File: config.mk
export PLATFORM = sky130hd
export DESIGN_NAME = kptl_ctrl
export DESIGN_NICKNAME = d
export VERILOG_FILES = /design/src/design/kptl_pkg.sv /design/src/design/kptl_ctrl.sv
export SDC_FILE = /design/constraint.sdc
export NUM_CORES = 1
export LEC_CHECK = 0
export BUFFER_PORTS_ARGS = -buffer_cell sky130_fd_sc_hd__buf_2
export CAP_MARGIN = 30
export CORE_AREA = 2 2 39 41
export CTS_CLUSTER_SIZE = 14
export DETAILED_ROUTE_END_ITERATION = 7
export DIE_AREA = 0 0 41 43
export PLACE_DENSITY = 0.47
export SYNTH_ARGS = -nofsm -noshare
export SYNTH_HDL_FRONTEND = slang
export SYNTH_SLANG_ARGS = --single-unit
File: constraint.sdc
create_clock -name clock -period 1.3 [get_ports clock]
set_input_delay 0.065 -clock clock [delete_from_list [all_inputs] [get_ports clock]]
set_output_delay 0.065 -clock clock [all_outputs]
set_load 0.1 [all_outputs]
File: src/design/kptl_pkg.sv
package kptl_pkg;

   // Table geometry
   localparam int TABLE_DEPTH = 1024;
   localparam int ADDR_W      = $clog2(TABLE_DEPTH);
   localparam int PTR_W       = ADDR_W + 1;

   // Fixed field widths
   localparam int COUNT_W = 11;
   localparam int SLOT_W  = 10;
   localparam int CHAR_W  = 16;
   localparam int ADJ_W   = 16;

   // Request kinds
   localparam logic REQ_WRITE  = 1'b0;
   localparam logic REQ_LOOKUP = 1'b1;

   typedef struct packed {
      logic                     req_type;
      logic [SLOT_W-1:0]        entry_index;
      logic [CHAR_W-1:0]        first_char;
      logic [CHAR_W-1:0]        second_char;
      logic signed [ADJ_W-1:0]  entry_adjust;
   } kptl_req_type;

   typedef struct packed {
      logic                     found;
      logic signed [ADJ_W-1:0]  kern_adjust;
      logic [SLOT_W-1:0]        match_index;
   } kptl_rsp_type;

   typedef struct packed {
      logic [CHAR_W-1:0]        key1;
      logic [CHAR_W-1:0]        key2;
      logic signed [ADJ_W-1:0]  adj;
   } kptl_entry_type;

   typedef enum logic [2:0] {
      ST_IDLE,
      ST_SRCH,
      ST_SRCH_CMP,
      ST_SCAN,
      ST_SCAN_CMP,
      ST_DONE
   } kptl_state_type;

   // Controller to datapath
   typedef struct packed {
      logic start;
      logic wr;
      logic rd;
      logic rd_scan;
      logic srch_step;
      logic scan_next;
      logic hit;
      logic miss;
      logic rsp_load;
   } kptl_cmd_type;

   // Datapath to controller
   typedef struct packed {
      logic srch_live;
      logic scan_live;
      logic key1_eq;
      logic key2_eq;
      logic rsp_free;
   } kptl_sts_type;

endpackage

File: src/design/kptl_ctrl.sv
module kptl_ctrl (
   input  logic                  clock,
   input  logic                  reset,
   input  logic                  req_valid,
   input  logic                  req_kind,
   output logic                  req_stall,
   input  kptl_pkg::kptl_sts_type sts,
   output kptl_pkg::kptl_cmd_type cmd
);
   import kptl_pkg::*;

   kptl_state_type state_ff;
   kptl_state_type state_in;

   // State register
   always_ff @(posedge clock) begin
      if (reset) begin
         state_ff <= ST_IDLE;
      end else begin
         state_ff <= state_in;
      end
   end

   // Next state and commands
   always_comb begin
      state_in  = state_ff;
      cmd       = '0;
      req_stall = 1'b1;
      unique case (state_ff)
         ST_IDLE: begin
            req_stall = 1'b0;
            if (req_valid) begin
               if (req_kind == REQ_LOOKUP) begin
                  cmd.start = 1'b1;
                  state_in  = ST_SRCH;
               end else begin
                  cmd.wr = 1'b1;
               end
            end
         end
         ST_SRCH: begin
            // issue a read at the midpoint, or move on to the group scan
            if (sts.srch_live) begin
               cmd.rd   = 1'b1;
               state_in = ST_SRCH_CMP;
            end else begin
               state_in = ST_SCAN;
            end
         end
         ST_SRCH_CMP: begin
            cmd.srch_step = 1'b1;
            state_in      = ST_SRCH;
         end
         ST_SCAN: begin
            if (sts.scan_live) begin
               cmd.rd      = 1'b1;
               cmd.rd_scan = 1'b1;
               state_in    = ST_SCAN_CMP;
            end else begin
               cmd.miss = 1'b1;
               state_in = ST_DONE;
            end
         end
         ST_SCAN_CMP: begin
            // stop on a hit or on leaving the first-char group
            if (sts.key1_eq && sts.key2_eq) begin
               cmd.hit  = 1'b1;
               state_in = ST_DONE;
            end else if (sts.key1_eq) begin
               cmd.scan_next = 1'b1;
               state_in      = ST_SCAN;
            end else begin
               cmd.miss = 1'b1;
               state_in = ST_DONE;
            end
         end
         ST_DONE: begin
            // hold until the output register is free
            if (sts.rsp_free) begin
               cmd.rsp_load = 1'b1;
               state_in     = ST_IDLE;
            end
         end
         default: begin
            state_in = ST_IDLE;
         end
      endcase
   end

endmodule

==> impl_results.md, run 1 <==
* Unrepaired setup endpoints after global routing: true
* Final count of negative-setup-slack endpoints at 2
* Number of synthesized flops with an enable pin at 0
* Die X at 41 um
* Number of detailed-routing iterations run before antenna repair at 4
* Synthesized instance count at 40
* Post-layout instance count excluding filler cells at 82
* Drt total wl at 931 um
* Routability cong. at 0.755
* Leakage dissipation at 0.287 nW
* Layout-stage area growth over the synthesis result at 160%
* Post-place setup slack at 0.0668 ns
* TritonCTS Buffers at 3
* Outcome: complete, but fails checks
* Cell with the biggest individual delay on the critical path: sky130_fd_sc_hd__dfxtp_2
* Number of I/O port buffers at 18
* Path type of the worst min-delay path: input port to register
* Final count of pins violating max slew at 0
* Worst Path Arrival at 1.28 ns
* VDD IR max at 977 uV
* Seq/Total Area, Yosys at 20.8%
* Vias in the first global route at 381
* Utilization after layout at 54.2%
* Failing checks: setup timing
* Distinct cell type count of the synthesized netlist at 24
* Net count after synthesis at 49
* Setup total negative slack at -0.0775 ns
* Half-perimeter wire length after detailed placement at 720 um
* Flop2flop setup slack at 0.11 ns
* Initial core utilization at 20.9%
* Count of hold buffers inserted by post-cts repair at 0
* Top-level I/O count at 19
* Layer carrying the most global-route usage: met2
* Clock period minus worst slack at 1.35 ns
* CP top delay family: simple AND/OR/NAND/NOR gates
* Fmax at 742 MHz
* TritonCTS Sinks at 3
* Number of flip-flops in the largest register at 3
* WL per Instance at 11.4 um
* Clock root buffer: sky130_fd_sc_hd__clkbuf_4
* Row Count at 14
* Global routing met1 resource utilization at 17.6%
* Share of post-route cells with drive strength above 1 at 72.7%
* Worst setup path category: register to primary output
* Ratio of total power to cell area at 1000 nW/um^2
* Core Box Area at 1380 sq um
* Share of the synthesized area in the top cell type at 20.8%
* Y dimension of the die at 43 um
* Top cell types by occurrence after synthesis: sky130_fd_sc_hd__nand2_1, sky130_fd_sc_hd__nor2_1, sky130_fd_sc_hd__dfxtp_1
* Number of vias per cell at 4.74
* Clock latency reported for the late side of the worst-skew pair at 0.23 ns
* Post-placement cell area at 647 sq um
* Post-synth ARST share at 0%
* Biggest area contributors in the synthesized netlist: sky130_fd_sc_hd__dfxtp_1, sky130_fd_sc_hd__nand2_1, sky130_fd_sc_hd__nor2_1, sky130_fd_sc_hd__nor3b_1, sky130_fd_sc_hd__nand2b_4
* H-tree Lvls at 1
* Largest fanout on the critical path at 4
* Registers with the most flip-flops: state_ff: 3 flops
* Total standard cell area after synthesis at 289 sq um
* Cell breakdown of the critical path: nand2b_4 > buf_12 > nor3b_4 > buf_12
* Period Utilization, post-route at 104%
* Maximum number of pins on one net before global-route repair at 12
* Antenna viol nets, final at 0
* Worst-case headroom to the max-slew limit at 82.7%
* Final count of hold timing violations at 0
* Cell taking the most area after synthesis: sky130_fd_sc_hd__dfxtp_1
* Fin nets at 76
* Initial drt markers at 3
* GRT Resource Usage Total at 14.1%
* Antenna cell count at 0
* Fin Clk Skew at 0.000547 ns
* Bufs and invs on worst path at 2
* Capturing element type of the critical path: primary output
* Largest buffer count on any clock path at 2
* Required time of the critical path at 1.24 ns
* Worst path setup slack after routing at -0.0481 ns
* Instance count after placement with tap cells included at 75
* Most frequently used flop master after synthesis: sky130_fd_sc_hd__dfxtp_1
* Total global routing overflow at 0
* Worst Tran Pin Value at 0.259 ns
* Register with the highest flop count: state_ff
* MaxCap Viol Count at 0
* Initial antenna violation count at 0
* Dominant cell by count in the synthesized netlist: sky130_fd_sc_hd__nand2_1
* GR met3 Demand/Resource at 4.19%
* First-pass GRT wire length at 1.68 mm
* Warning count from the yosys run at 0
* CTS tree: done
* Met2 global-route usage at 20.6%
* Total die area at 1760 sq um
* Clock slew at reported path FFs at 0.04 ns
* Post-synthesis area per instance at 7.23 sq um
* Nature of the critical path startpoint: register
* DRC violations left at 0
* Cell seen most often among critical-path stages: sky130_fd_sc_hd__buf_12
* Total vias in the final route at 389
* Delay of the slowest critical-path stage at 0.33 ns
* Synthesized flop and latch total at 3
* Final std cell area, no fill at 751 sq um
==> placed cells by master (no fill, tap or decap), types with 2 or more instances in the layout <==
master	n
sky130_fd_sc_hd__a31oi_1	2
sky130_fd_sc_hd__buf_2	8
sky130_fd_sc_hd__and3_4	2
sky130_fd_sc_hd__buf_12	11
sky130_fd_sc_hd__nand2_1	4
sky130_fd_sc_hd__inv_1	2
sky130_fd_sc_hd__nand2_2	3
sky130_fd_sc_hd__clkbuf_4	3
sky130_fd_sc_hd__nor3_4	2
sky130_fd_sc_hd__dfxtp_4	2
sky130_fd_sc_hd__nor2_4	3
sky130_fd_sc_hd__buf_4	4
sky130_fd_sc_hd__nor3b_4	2
==> logic make-up after synthesis <==
group,count (synthesis),share of synthesized area [%]
flops,3,20.8
buf+inv,5,10.4
simple gates,24,48.9
compound gates,7,16.5
mux,1,3.46
==> through the flow <==
stage	hold WS [ns]	total power, W
6_report	0.0394	0.000752
5_1_grt	0.0427	0.000795
4_1_cts	0.0296	0.000718
3_5_place_dp	0.283	0.000535
3_3_place_gp	0.284	0.000532
2_1_floorplan	0.134	0.000399
==> timing repair <==
item                       4_1_cts  5_1_grt
resized for setup               11        5
setup endpoints to repair        9        9
setup buffers                    0        3
pin swaps                        2        5
cloned                           0        0
==> per-layer routing <==
| layer | part of all wire [%] | vias up |
|---|---|---|
| met2 | 57 | 19 |
| met5 | 0 | - |
| li1 | - | 192 |
| met4 | 0 | 0 |
| met1 | 37 | 178 |
| met3 | 5.6 | 0 |
==> power breakdown <==
part	total (W)	internal, W	switching, W	leakage, nW
clock	0.000161	0.000115	0.0000464	0.0150
combinational	0.000469	0.000187	0.000282	0.245
sequential	0.000122	0.000103	0.0000183	0.0264
==> path summary, 6_finish.rpt <==
check	start	endpoint	cells after the start
max	state_ff[1]	cmd[3]	4
min	reset	state_ff[2]	2
min reg2reg	state_ff[2]	state_ff[1]	3
max reg2reg	state_ff[0]	state_ff[2]	3
==> layout make-up <==
class,instances,area [sq um]
Fill cell,121,633
Multi-Input combinational cell,32,322
Timing Repair Buffer,25,307
Sequential cell,3,68.8
Clock buffer,4,26.3
Tap cell,16,20.0
Inverter,2,7.51
Power figures use the tool's default switching activity.
==> inputs of run 2 (changes only) <==
--- a/config.mk
+++ b/config.mk
@@ -8,6 +8,7 @@
 export BUFFER_PORTS_ARGS = -buffer_cell sky130_fd_sc_hd__buf_2
 export CAP_MARGIN = 30
 export CORE_AREA = 2 2 39 41
+export CTS_BUF_LIST = sky130_fd_sc_hd__clkbuf_8
 export CTS_CLUSTER_SIZE = 14
 export DETAILED_ROUTE_END_ITERATION = 7
 export DIE_AREA = 0 0 41 43
==> impl_results.md, run 2 (same netlist as run 1, synthesis figures left out) <==
* Outcome: complete, but fails checks (unchanged)
* Failing checks: setup timing (unchanged)
* DRC violations left at 0 (unchanged)
* Y dimension of the die at 43 um (unchanged)
* H-tree Lvls at 1 (unchanged)
* Final count of pins violating max slew at 0 (unchanged)
* Number of detailed-routing iterations run before antenna repair at 2 (was 4)
* Top-level I/O count at 19 (unchanged)
* First-pass GRT wire length at 1.68 mm (about the same)
* GRT Resource Usage Total at 14.1% (about the same)
* Total global routing overflow at 0 (unchanged)
* Antenna viol nets, final at 0 (unchanged)
* Ratio of total power to cell area at 1110 nW/um^2 (was 1000 nW/um^2)
* Worst path setup slack after routing at -0.0275 ns (was -0.0481 ns)
* Post-place setup slack at 0.0668 ns (unchanged)
* Fmax at 753 MHz (was 742 MHz)
* Die X at 41 um (unchanged)
* Largest fanout on the critical path at 4 (unchanged)
* Initial antenna violation count at 0 (unchanged)
* Register with the highest flop count: state_ff (unchanged)
* Core Box Area at 1380 sq um (unchanged)
* MaxCap Viol Count at 0 (unchanged)
* Worst Tran Pin Value at 0.268 ns (was 0.259 ns)
* Maximum number of pins on one net before global-route repair at 12 (unchanged)
* Clock period minus worst slack at 1.33 ns (was 1.35 ns)
* WL per Instance at 11.6 um (was 11.4 um)
* Layout-stage area growth over the synthesis result at 166% (was 160%)
* Clock root buffer: sky130_fd_sc_hd__clkbuf_8 (was sky130_fd_sc_hd__clkbuf_4)
* Clock latency reported for the late side of the worst-skew pair at 0.21 ns (was 0.23 ns)
* Period Utilization, post-route at 102% (was 104%)
* TritonCTS Sinks at 3 (unchanged)
* Largest buffer count on any clock path at 2 (unchanged)
* Required time of the critical path at 1.24 ns (about the same)
* Nature of the critical path startpoint: register (unchanged)
* Total vias in the final route at 379 (was 389)
* Initial core utilization at 20.9% (unchanged)
* Final count of negative-setup-slack endpoints at 2 (unchanged)
* Leading cell type in the layout, fill and taps excluded: sky130_fd_sc_hd__buf_12 (unchanged)
* Fin nets at 76 (unchanged)
* Path type of the worst min-delay path: input port to register (unchanged)
* Worst hold slack at 0.0571 ns (was 0.0394 ns)
* Worst-case headroom to the max-slew limit at 82.1% (was 82.7%)
* Vias in the first global route at 387 (was 381)
* Share of post-route cells with drive strength above 1 at 74.2% (was 72.7%)
* Row Count at 14 (unchanged)
* Number of vias per cell at 4.62 (was 4.74)
* Registers with the most flip-flops: state_ff: 3 flops (unchanged)
* Routability cong. at 0.755 (unchanged)
* VDD IR max at 1070 uV (was 977 uV)
* Leakage dissipation at 0.299 nW (was 0.287 nW)
* Initial drt markers at 3 (unchanged)
* Most frequent cells in the layout: sky130_fd_sc_hd__buf_12, sky130_fd_sc_hd__buf_2, sky130_fd_sc_hd__nand2_1, sky130_fd_sc_hd__buf_4 (unchanged)
* Clock slew at reported path FFs at 0.03 ns (was 0.04 ns)
* Total die area at 1760 sq um (unchanged)
* Antenna cell count at 0 (unchanged)
* Worst Path Arrival at 1.26 ns (was 1.28 ns)
* CTS tree: done (unchanged)
* Utilization after layout at 55.6% (was 54.2%)
* Final count of hold timing violations at 0 (unchanged)
* Setup total negative slack at -0.0314 ns (was -0.0775 ns)
* Fin Clk Skew at 0.00125 ns (was 0.000547 ns)
* TritonCTS Buffers at 3 (unchanged)
* Number of I/O port buffers at 18 (unchanged)
* Drt total wl at 955 um (was 931 um)
* Half-perimeter wire length after detailed placement at 720 um (unchanged)
* Unrepaired setup endpoints after global routing: true (unchanged)
* Worst setup path category: register to primary output (unchanged)
* Capturing element type of the critical path: primary output (unchanged)
* Number of flip-flops in the largest register at 3 (unchanged)
==> run 2: area by class of cell <==
type,count,area (sq um)
clock buffer,3,41.3
tap,16,20.0
multi-input combinational,32,322
inverter,2,7.51
sequential,3,68.8
clock inverter,1,3.75
timing repair buffer,25,307
fill,119,614
==> run 2: final timing paths <==
kind / startpoint / endpoint / cells past startpoint / slack, ns
setup reg to reg: state_ff[0] / state_ff[2] / 3 / 0.10
hold / removal: reset / state_ff[2] / 2 / 0.06
setup / recovery: state_ff[1] / cmd[3] / 4 / -0.03
hold reg to reg: state_ff[2] / state_ff[1] / 3 / 0.70
==> run 2: repair_timing <==
item | 4_1_cts | 5_1_grt
resized for setup | 7 | 10
endpoints found under the hold margin | 0 | 0
setup buffers | 0 | 3
hold buffers | 0 | 0
pin swaps | 1 | 4
setup endpoints to repair | 9 | 9
==> run 2: critical path, stage by stage, from the launching register on <==
cell and delay [ns]:
sky130_fd_sc_hd__dfxtp_2 0.33, sky130_fd_sc_hd__nand2b_4 0.17, sky130_fd_sc_hd__buf_12 0.14, sky130_fd_sc_hd__nor3b_4 0.20, sky130_fd_sc_hd__buf_12 0.20
==> run 2: through the flow <==
| step | instances | area, sq um | total power, W |
|---|---|---|---|
| after detailed placement | 75 | 647 | 0.000535 |
| after floorplan | 40 | 377 | 0.000399 |
| after CTS | 79 | 717 | 0.000815 |
| after global routing | 82 | 769 | 0.000896 |
| after global placement | 75 | 647 | 0.000532 |
| final | 82 | 769 | 0.000852 |
==> run 2: report_power, final <==
part           switching (W)  total [W]  internal [W]
clock              0.0000589   0.000260      0.000201
sequential         0.0000180   0.000122      0.000104
combinational       0.000283   0.000470      0.000187
==> run 2: routing by layer <==
| layer | part of all wire, % | wire (um) | up-vias | track usage, % |
|---|---|---|---|---|
| met5 | 0 | 0 | - | 0 |
| met4 | 0 | 0 | 0 | 8.00 |
| met3 | 6.1 | 58 | 0 | 4.19 |
| met2 | 57 | 543 | 15 | 20.6 |
| met1 | 37 | 353 | 171 | 17.5 |
| li1 | - | - | 193 | - |
